<file path="config.mk">
export PLATFORM = sky130hd
export DESIGN_NAME = two_class_fifo_oldest_first
export DESIGN_NICKNAME = d
export VERILOG_FILES = /design/src/design/tcf_pkg.sv /design/src/design/two_class_fifo_oldest_first.sv /design/src/design/tcf_ctrl.sv /design/src/design/tcf_datapath.sv
export SDC_FILE = /design/constraint.sdc
export NUM_CORES = 1
export LEC_CHECK = 0
export BUFFER_PORTS_ARGS = -buffer_cell sky130_fd_sc_hd__buf_2
export CAP_MARGIN = 30
export CORE_ASPECT_RATIO = 2
export CORE_MARGIN = 3
export CORE_UTILIZATION = 34
export CTS_CLUSTER_SIZE = 30
export DETAILED_ROUTE_END_ITERATION = 8
export SLEW_MARGIN = 20
export SYNTH_ARGS = -nofsm -noshare
export SYNTH_HDL_FRONTEND = slang
export SYNTH_SLANG_ARGS = --single-unit
</file>
<file path="constraint.sdc">
create_clock -name i_clk -period 3.85 [get_ports i_clk]
set_input_delay 0.385 -clock i_clk [delete_from_list [all_inputs] [get_ports i_clk]]
set_output_delay 0.385 -clock i_clk [all_outputs]
set_load 0.03 [all_outputs]
</file>
<file path="src/design/tcf_pkg.sv">
// ----------------------------------------------------------------------------
// tcf_pkg
// Shared types and constants for the two-class oldest-first FIFO.
// ----------------------------------------------------------------------------
package tcf_pkg;

    localparam int QUEUE_DEPTH = 16;
    localparam int ADDR_W      = $clog2(QUEUE_DEPTH);
    localparam int CNT_W       = $clog2(QUEUE_DEPTH + 1);
    localparam int ID_W        = 16;
    localparam int STAMP_W     = 6;
    localparam int PREF_W      = 2;

    localparam logic ACT_ADMIT = 1'b0;
    localparam logic ACT_ADOPT = 1'b1;

    localparam logic [PREF_W-1:0] PREF_ANY = 2'd0;
    localparam logic [PREF_W-1:0] PREF_A   = 2'd1;
    localparam logic [PREF_W-1:0] PREF_B   = 2'd2;

    typedef enum logic [1:0] {
        ST_ADOPTED  = 2'd0,
        ST_ADMITTED = 2'd1,
        ST_NO_MATCH = 2'd2,
        ST_FULL     = 2'd3
    } t_status;

    // Commands from the controller to the datapath
    typedef struct packed {
        logic capture;
        logic read;
        logic exec;
    } t_ctl_cmd;

endpackage

</file>
<file path="src/design/two_class_fifo_oldest_first.sv">
// ----------------------------------------------------------------------------
// two_class_fifo_oldest_first
// Two FIFOs of signed identifiers with oldest-first removal across classes.
// ----------------------------------------------------------------------------
// A request is taken when start is high and busy is low. Every request goes
// through the accept edge, a registered read of both queue heads, and an
// execute step that updates the queues. The result appears on o_status and
// o_adopted_id with o_strobe, which is registered from the execute step, high
// for exactly one cycle, and busy is already low in that cycle, so the next
// request can be taken while the result is shown. There is no way to
// stall the result: the receiver must take it in the strobe cycle.
module two_class_fifo_oldest_first (
    input  logic                            i_clk,
    input  logic                            i_rst_n,
    input  logic                            start,
    output logic                            busy,
    input  logic                            i_action,
    input  logic signed [tcf_pkg::ID_W-1:0] i_animal_id,
    input  logic [tcf_pkg::PREF_W-1:0]      i_preference,
    output logic                            o_strobe,
    output logic [1:0]                      o_status,
    output logic signed [tcf_pkg::ID_W-1:0] o_adopted_id
);
    import tcf_pkg::*;

    t_ctl_cmd cmd;

    tcf_ctrl u_ctrl (
        .i_clk   (i_clk),
        .i_rst_n (i_rst_n),
        .i_start (start),
        .o_busy  (busy),
        .o_cmd   (cmd)
    );

    tcf_datapath u_datapath (
        .i_clk        (i_clk),
        .i_rst_n      (i_rst_n),
        .i_cmd        (cmd),
        .i_action     (i_action),
        .i_animal_id  (i_animal_id),
        .i_preference (i_preference),
        .o_strobe     (o_strobe),
        .o_status     (o_status),
        .o_adopted_id (o_adopted_id)
    );

endmodule

</file>
<file path="src/design/tcf_ctrl.sv">
// ----------------------------------------------------------------------------
// tcf_ctrl
// Sequencer: accept a request, read the queue heads, then execute.
// ----------------------------------------------------------------------------
module tcf_ctrl (
    input  logic              i_clk,
    input  logic              i_rst_n,
    input  logic              i_start,
    output logic              o_busy,
    output tcf_pkg::t_ctl_cmd o_cmd
);
    import tcf_pkg::*;

    typedef enum logic [1:0] {
        S_IDLE,
        S_READ,
        S_EXEC
    } t_state;

    t_state r_state;
    t_state n_state;

    always_comb begin
        n_state = r_state;
        unique case (r_state)
            S_IDLE: begin
                if (i_start) begin
                    n_state = S_READ;
                end
            end
            S_READ: n_state = S_EXEC;
            S_EXEC: n_state = S_IDLE;
            default: n_state = S_IDLE;
        endcase
    end

    always_ff @(posedge i_clk) begin
        if (!i_rst_n) begin
            r_state <= S_IDLE;
        end else begin
            r_state <= n_state;
        end
    end

    assign o_busy        = (r_state != S_IDLE);
    assign o_cmd.capture = i_start && (r_state == S_IDLE);
    assign o_cmd.read    = (r_state == S_READ);
    assign o_cmd.exec    = (r_state == S_EXEC);

    a_capture_to_read: assert property (@(posedge i_clk) disable iff (!i_rst_n)
        o_cmd.capture |=> o_cmd.read)
        else $error("capture not followed by head read");

    a_read_to_exec: assert property (@(posedge i_clk) disable iff (!i_rst_n)
        o_cmd.read |=> o_cmd.exec)
        else $error("head read not followed by execute");

    a_exec_to_idle: assert property (@(posedge i_clk) disable iff (!i_rst_n)
        o_cmd.exec |=> !o_busy)
        else $error("busy held after execute");

endmodule

</file>
<file path="src/design/tcf_datapath.sv">
// ----------------------------------------------------------------------------
// tcf_datapath
// Two queue stores with stamps, head/count registers, arrival counter and
// the oldest-first selection.
// ----------------------------------------------------------------------------
module tcf_datapath (
    input  logic                           i_clk,
    input  logic                           i_rst_n,
    input  tcf_pkg::t_ctl_cmd              i_cmd,
    input  logic                           i_action,
    input  logic signed [tcf_pkg::ID_W-1:0] i_animal_id,
    input  logic [tcf_pkg::PREF_W-1:0]     i_preference,
    output logic                           o_strobe,
    output logic [1:0]                     o_status,
    output logic signed [tcf_pkg::ID_W-1:0] o_adopted_id
);
    import tcf_pkg::*;

    localparam int SUM_W = CNT_W + 1;

    // Queue storage
    logic [ID_W-1:0]    r_a_ids    [QUEUE_DEPTH];
    logic [STAMP_W-1:0] r_a_stamps [QUEUE_DEPTH];
    logic [ID_W-1:0]    r_b_ids    [QUEUE_DEPTH];
    logic [STAMP_W-1:0] r_b_stamps [QUEUE_DEPTH];

    logic [ADDR_W-1:0]  r_a_head, r_b_head, n_a_head, n_b_head;
    logic [CNT_W-1:0]   r_a_count, r_b_count, n_a_count, n_b_count;
    logic [STAMP_W-1:0] r_arrival, n_arrival;

    // Captured request
    logic               r_action;
    logic signed [ID_W-1:0] r_id;
    logic [PREF_W-1:0]  r_pref;

    // Registered head reads
    logic [ID_W-1:0]    r_a_id_rd, r_b_id_rd;
    logic [STAMP_W-1:0] r_a_st_rd, r_b_st_rd;

    logic               r_strobe;
    t_status            r_status, n_status;
    logic [ID_W-1:0]    r_adopted, n_adopted;

    logic               is_class_a;
    logic               wr_a, wr_b;
    logic [ADDR_W-1:0]  a_tail, b_tail;
    logic [SUM_W-1:0]   a_sum, b_sum;
    logic [STAMP_W-1:0] stamp_diff;
    logic               pick_a, pick_b;

    always_comb begin
        a_sum = SUM_W'(r_a_head) + SUM_W'(r_a_count);
        b_sum = SUM_W'(r_b_head) + SUM_W'(r_b_count);
        // wrap tail: sum stays below twice the depth
        if (a_sum >= SUM_W'(QUEUE_DEPTH)) begin
            a_sum = a_sum - SUM_W'(QUEUE_DEPTH);
        end
        if (b_sum >= SUM_W'(QUEUE_DEPTH)) begin
            b_sum = b_sum - SUM_W'(QUEUE_DEPTH);
        end
        a_tail = a_sum[ADDR_W-1:0];
        b_tail = b_sum[ADDR_W-1:0];
    end

    assign is_class_a = (r_id > 0);
    assign stamp_diff = r_b_st_rd - r_a_st_rd;

    always_comb begin
        pick_a = 1'b0;
        pick_b = 1'b0;
        priority if (r_pref == PREF_A) begin
            pick_a = (r_a_count != '0);
        end else if (r_pref == PREF_B) begin
            pick_b = (r_b_count != '0);
        end else if (r_pref == PREF_ANY) begin
            if (r_a_count != '0 && r_b_count != '0) begin
                // B head is older when the wrapped difference is negative
                pick_b = stamp_diff[STAMP_W-1];
                pick_a = !stamp_diff[STAMP_W-1];
            end else begin
                pick_a = (r_a_count != '0);
                pick_b = (r_b_count != '0);
            end
        end else begin
            pick_a = 1'b0;
        end
    end

    always_comb begin
        n_a_head  = r_a_head;
        n_b_head  = r_b_head;
        n_a_count = r_a_count;
        n_b_count = r_b_count;
        n_arrival = r_arrival;
        n_status  = ST_NO_MATCH;
        n_adopted = '0;
        wr_a      = 1'b0;
        wr_b      = 1'b0;
        if (r_action == ACT_ADMIT) begin
            if (is_class_a) begin
                if (r_a_count >= CNT_W'(QUEUE_DEPTH)) begin
                    n_status = ST_FULL;
                end else begin
                    wr_a      = 1'b1;
                    n_a_count = r_a_count + 1'b1;
                    n_arrival = r_arrival + 1'b1;
                    n_status  = ST_ADMITTED;
                end
            end else begin
                if (r_b_count >= CNT_W'(QUEUE_DEPTH)) begin
                    n_status = ST_FULL;
                end else begin
                    wr_b      = 1'b1;
                    n_b_count = r_b_count + 1'b1;
                    n_arrival = r_arrival + 1'b1;
                    n_status  = ST_ADMITTED;
                end
            end
        end else begin
            if (pick_a) begin
                n_adopted = r_a_id_rd;
                n_a_count = r_a_count - 1'b1;
                n_a_head  = (r_a_head == ADDR_W'(QUEUE_DEPTH - 1)) ? '0 : r_a_head + 1'b1;
                n_status  = ST_ADOPTED;
            end else if (pick_b) begin
                n_adopted = r_b_id_rd;
                n_b_count = r_b_count - 1'b1;
                n_b_head  = (r_b_head == ADDR_W'(QUEUE_DEPTH - 1)) ? '0 : r_b_head + 1'b1;
                n_status  = ST_ADOPTED;
            end
        end
    end

    // Storage write and registered head read
    always_ff @(posedge i_clk) begin
        if (i_cmd.exec && wr_a) begin
            r_a_ids[a_tail]    <= r_id;
            r_a_stamps[a_tail] <= r_arrival;
        end
        if (i_cmd.exec && wr_b) begin
            r_b_ids[b_tail]    <= r_id;
            r_b_stamps[b_tail] <= r_arrival;
        end
        if (i_cmd.read) begin
            r_a_id_rd <= r_a_ids[r_a_head];
            r_a_st_rd <= r_a_stamps[r_a_head];
            r_b_id_rd <= r_b_ids[r_b_head];
            r_b_st_rd <= r_b_stamps[r_b_head];
        end
    end

    // Request capture and result payload
    always_ff @(posedge i_clk) begin
        if (i_cmd.capture) begin
            r_action <= i_action;
            r_id     <= i_animal_id;
            r_pref   <= i_preference;
        end
        if (i_cmd.exec) begin
            r_status  <= n_status;
            r_adopted <= n_adopted;
        end
    end

    always_ff @(posedge i_clk) begin
        if (!i_rst_n) begin
            r_a_head  <= '0;
            r_b_head  <= '0;
            r_a_count <= '0;
            r_b_count <= '0;
            r_arrival <= '0;
            r_strobe  <= 1'b0;
        end else begin
            r_strobe <= i_cmd.exec;
            if (i_cmd.exec) begin
                r_a_head  <= n_a_head;
                r_b_head  <= n_b_head;
                r_a_count <= n_a_count;
                r_b_count <= n_b_count;
                r_arrival <= n_arrival;
            end
        end
    end

    assign o_strobe     = r_strobe;
    assign o_status     = r_status;
    assign o_adopted_id = r_adopted;

    a_a_count_max: assert property (@(posedge i_clk) disable iff (!i_rst_n)
        r_a_count <= CNT_W'(QUEUE_DEPTH))
        else $error("class A count over depth");

    a_b_count_max: assert property (@(posedge i_clk) disable iff (!i_rst_n)
        r_b_count <= CNT_W'(QUEUE_DEPTH))
        else $error("class B count over depth");

    a_id_zero: assert property (@(posedge i_clk) disable iff (!i_rst_n)
        (o_strobe && o_status != ST_ADOPTED) |-> (o_adopted_id == '0))
        else $error("identifier nonzero on non-adopt result");

    a_exec_strobe: assert property (@(posedge i_clk) disable iff (!i_rst_n)
        i_cmd.exec |=> o_strobe)
        else $error("execute without result strobe");

endmodule

</file>
==> results.json <==
{
  "end_kind": "register",
  "grt_max_degree": 94,
  "p_sw_frac": 0.202,
  "syn_area_um2": 31600,
  "hold_viol_final": 0,
  "critPathLaunchType": "register",
  "peakVddDrop_v": 0.000437,
  "grt_pass1_wl_um": 118000,
  "synthCells": 1708,
  "yosysSeqAreaShare": 0.762,
  "timing.hold.worst.start": "i_animal_id[1]",
  "start_util": 0.344,
  "clock-sinks": 812,
  "fill_cells": 8319,
  "switching_power_mw": 3.36,
  "crit_start": "u_datapath.r_id[7]$_DFFE_PP_",
  "die_width_um": 222,
  "rsz0062_at_grt": "false",
  "cts_hold_buf": 8,
  "setup-violations-final": 0,
  "clock_power_share": 0.396,
  "synth-edff-count": 785,
  "p_comb_frac": 0.020,
  "routedWlPerCell_um": 26.7,
  "viasPerCell": 5.28,
  "synth_top_family_by_area": "multiplexers",
  "yosys.area_share.simple": 0.0266,
  "detail_route.iter0.violations": 1309,
  "cts_setup_buffers": 0,
  "core.rowCount": 157,
  "seqCellArea_um2": 24100,
  "core_region_area_um2": 91900,
  "clock-root-buffer": "clkbuf_16",
  "grt_overflow_total": 0,
  "worst_ep_arrival_time_ns": 3.59,
  "dpl.hpwl_um": 56700,
  "fin_crit_sh": 0.859,
  "syn_to_final_growth_pct": 13.5,
  "finalMaxSlewViolations": 0,
  "insertion_delay_ns": 0.64,
  "critPathRequiredTime_ns": 4.14,
  "cts_buffers": 61,
  "cts_resized": 0,
  "max_freq_mhz": 302,
  "highest_layer": "met4",
  "cts_tree": "done",
  "path_clk_slew_ns": 0.07,
  "grt_usage": 0.165,
  "synthArstFlopShare": 0,
  "power_density_nw_per_um2": 463,
  "avgSynthCellArea_um2": 18.5,
  "synth_fa_ha_area_frac": 0.0100,
  "routed-via-count": 16200,
  "synthMuxAreaShare": 0.122,
  "ys_types": 51,
  "maxCapViolations": 0,
  "slew_headroom": 0.315,
  "wl_met2_um": 48800,
  "seqPwrFrac": 0.584,
  "finalWeightedCongestion": 0.855,
  "period_needed_ns": 3.31,
  "outcome": "finished clean",
  "port_buffers": 41,
  "fin_skew_ns": 0.0191,
  "intPower_mw": 13.3,
  "synth_warnings": 0,
  "timing_worst_setup_path_type": "reg2reg",
  "drive_above_1_share": 0.217,
  "grt_pass1_vias": 16800,
  "die_area_um2": 97000,
  "multi_input_area_um2": 7250,
  "routed-wl-met3_um": 2260,
  "worst_slew_pin_slew_ns": 1.03,
  "synth-xor-area-share": 0.00526,
  "tns_ns": 0,
  "ys_ff_latch": 812,
  "wl_met1_um": 26700,
  "crit_fanout": 22,
  "wl_um": 81800,
  "cts_buffer_depth": 3,
  "drtAntennaViolNets": 0,
  "ys.flop_type": "edfxtp_1",
  "hp-class": "in2reg",
  "nets": 1863,
  "synth-compound-area-share": 0.0612,
  "chipHeight_um": 437,
  "p_total_mw": 16.6,
  "firstDrtPassIters": 5,
  "cts_htree_levels": 2,
  "worstReg2RegStart": "u_datapath.r_id[7]$_DFFE_PP_",
  "syn-num-nets": 1753,
  "pin_count": 42,
  "antenna_found_initial": 4,
  "drcViolationCount": 0,
  "power.leakage_nw": 11.1
}
## cell usage after synthesis (6+ instances only)
library cell,number,share of area
edfxtp_1,785,0.74
mux4_2,88,0.063
o21ai_0,92,0.015
xnor2_1,12,0.0033
nand2_1,85,0.010
o211ai_1,6,0.0014
xor2_1,7,0.0019
dfxtp_1,27,0.017
inv_1,16,0.0019
a221oi_1,44,0.012
clkbuf_1,47,0.0056
mux2i_1,143,0.045
nand3_1,16,0.0025
a21o_1,9,0.0021
buf_2,30,0.0047
nor2_1,44,0.0052
a22oi_1,46,0.011
mux2_2,38,0.014
a31oi_1,6,0.0012
a21oi_1,69,0.011
ha_1,19,0.0075
a22o_1,16,0.0044
## flip-flops by register name (all words and copies together) (netlist names)
register / cells
u_ctrl.r_state: 2
u_datapath.o_adopted_id: 16
u_datapath.o_status: 2
u_datapath.o_strobe: 1
u_datapath.r_a_count: 5
u_datapath.r_a_head: 4
u_datapath.r_a_id_rd: 16
u_datapath.r_a_ids: 256
u_datapath.r_a_st_rd: 6
u_datapath.r_a_stamps: 96
u_datapath.r_action: 1
u_datapath.r_arrival: 6
u_datapath.r_b_count: 5
u_datapath.r_b_head: 4
u_datapath.r_b_id_rd: 16
u_datapath.r_b_ids: 256
u_datapath.r_b_st_rd: 6
u_datapath.r_b_stamps: 96
u_datapath.r_id: 16
u_datapath.r_pref: 2
## per-layer routing
metal / vias up / GRT usage
met4: 0 / 0.0747
met1: 8537 / 0.161
met5: - / 0
met3: 142 / 0.0137
li1: 7117 / -
met2: 393 / 0.343
## critical path, stage by stage (launching register included)
cell,delay (ns)
edfxtp_1,0.41
nor4_2,0.38
a41oi_2,0.41
nor4_1,0.77
nand3_1,0.39
nor2_2,0.17
buf_4,0.40
## layout by cell type (no fill, tap or decap), types with 44 or more instances in the layout
master / instances
a21oi_1: 69
a221oi_1: 44
a22oi_1: 46
buf_4: 76
clkbuf_16: 63
edfxtp_1: 785
mux2i_1: 143
mux4_2: 88
nand2_1: 85
o21ai_0: 92
## worst paths after layout
path,slack [ns],endpoint,depth (start not counted)
max reg2reg,0.54,u_datapath.r_b_ids[7][13]$_DFFE_PP_,6
max,0.54,u_datapath.r_b_ids[7][13]$_DFFE_PP_,6
min,0.02,u_datapath.r_id[1]$_DFFE_PP_,1
min reg2reg,0.53,u_datapath.r_a_count[4]$_SDFFE_PN0P_,2
## stage by stage
step	hold slack [ns]	instance area, um^2	worst slack [ns]	util	instances
global placement	0.506	33700	0.570	0.367	2935
CTS	0.0000427	35900	0.524	0.391	3061
floorplan	0.468	31600	0.569	-	1708
global route	0.00125	35900	0.447	0.391	3064
finish	0.0203	35900	0.542	0.391	3064
detailed placement	0.518	33800	0.543	0.367	2937
## power by group through the flow
stage / sequential, mW / clock [mW] / combinational [mW]
CTS: 9.72 / 6.71 / 0.331
global placement: 9.92 / 0 / 0.310
floorplan: 9.97 / 0 / 0.0966
finish: 9.72 / 6.58 / 0.328
global route: 9.72 / 7.04 / 0.348
detailed placement: 9.92 / 0 / 0.324
## area by class of cell
cell class              instances  area share
inverters                      17     0.00178
clock inverters                45      0.0127
multi-input cells             796       0.202
repair buffers                130      0.0259
well taps                    1192      0.0415
flip-flops and latches        812       0.672
diodes                          1   0.0000696
clock buffers                  71      0.0447
## cell families (layout without fill, tap and decap cells)
| family | after synthesis | after routing |
|---|---|---|
| flops | 812 | 812 |
| compound gates | 301 | 301 |
| mux | 270 | 270 |
| simple gates | 183 | 183 |
| buf+inv | 100 | 263 |
| fa+ha+maj | 23 | 23 |
| xor+xnor | 19 | 19 |
| other cells | 0 | 1 |
(Power assumes the default switching activity.)
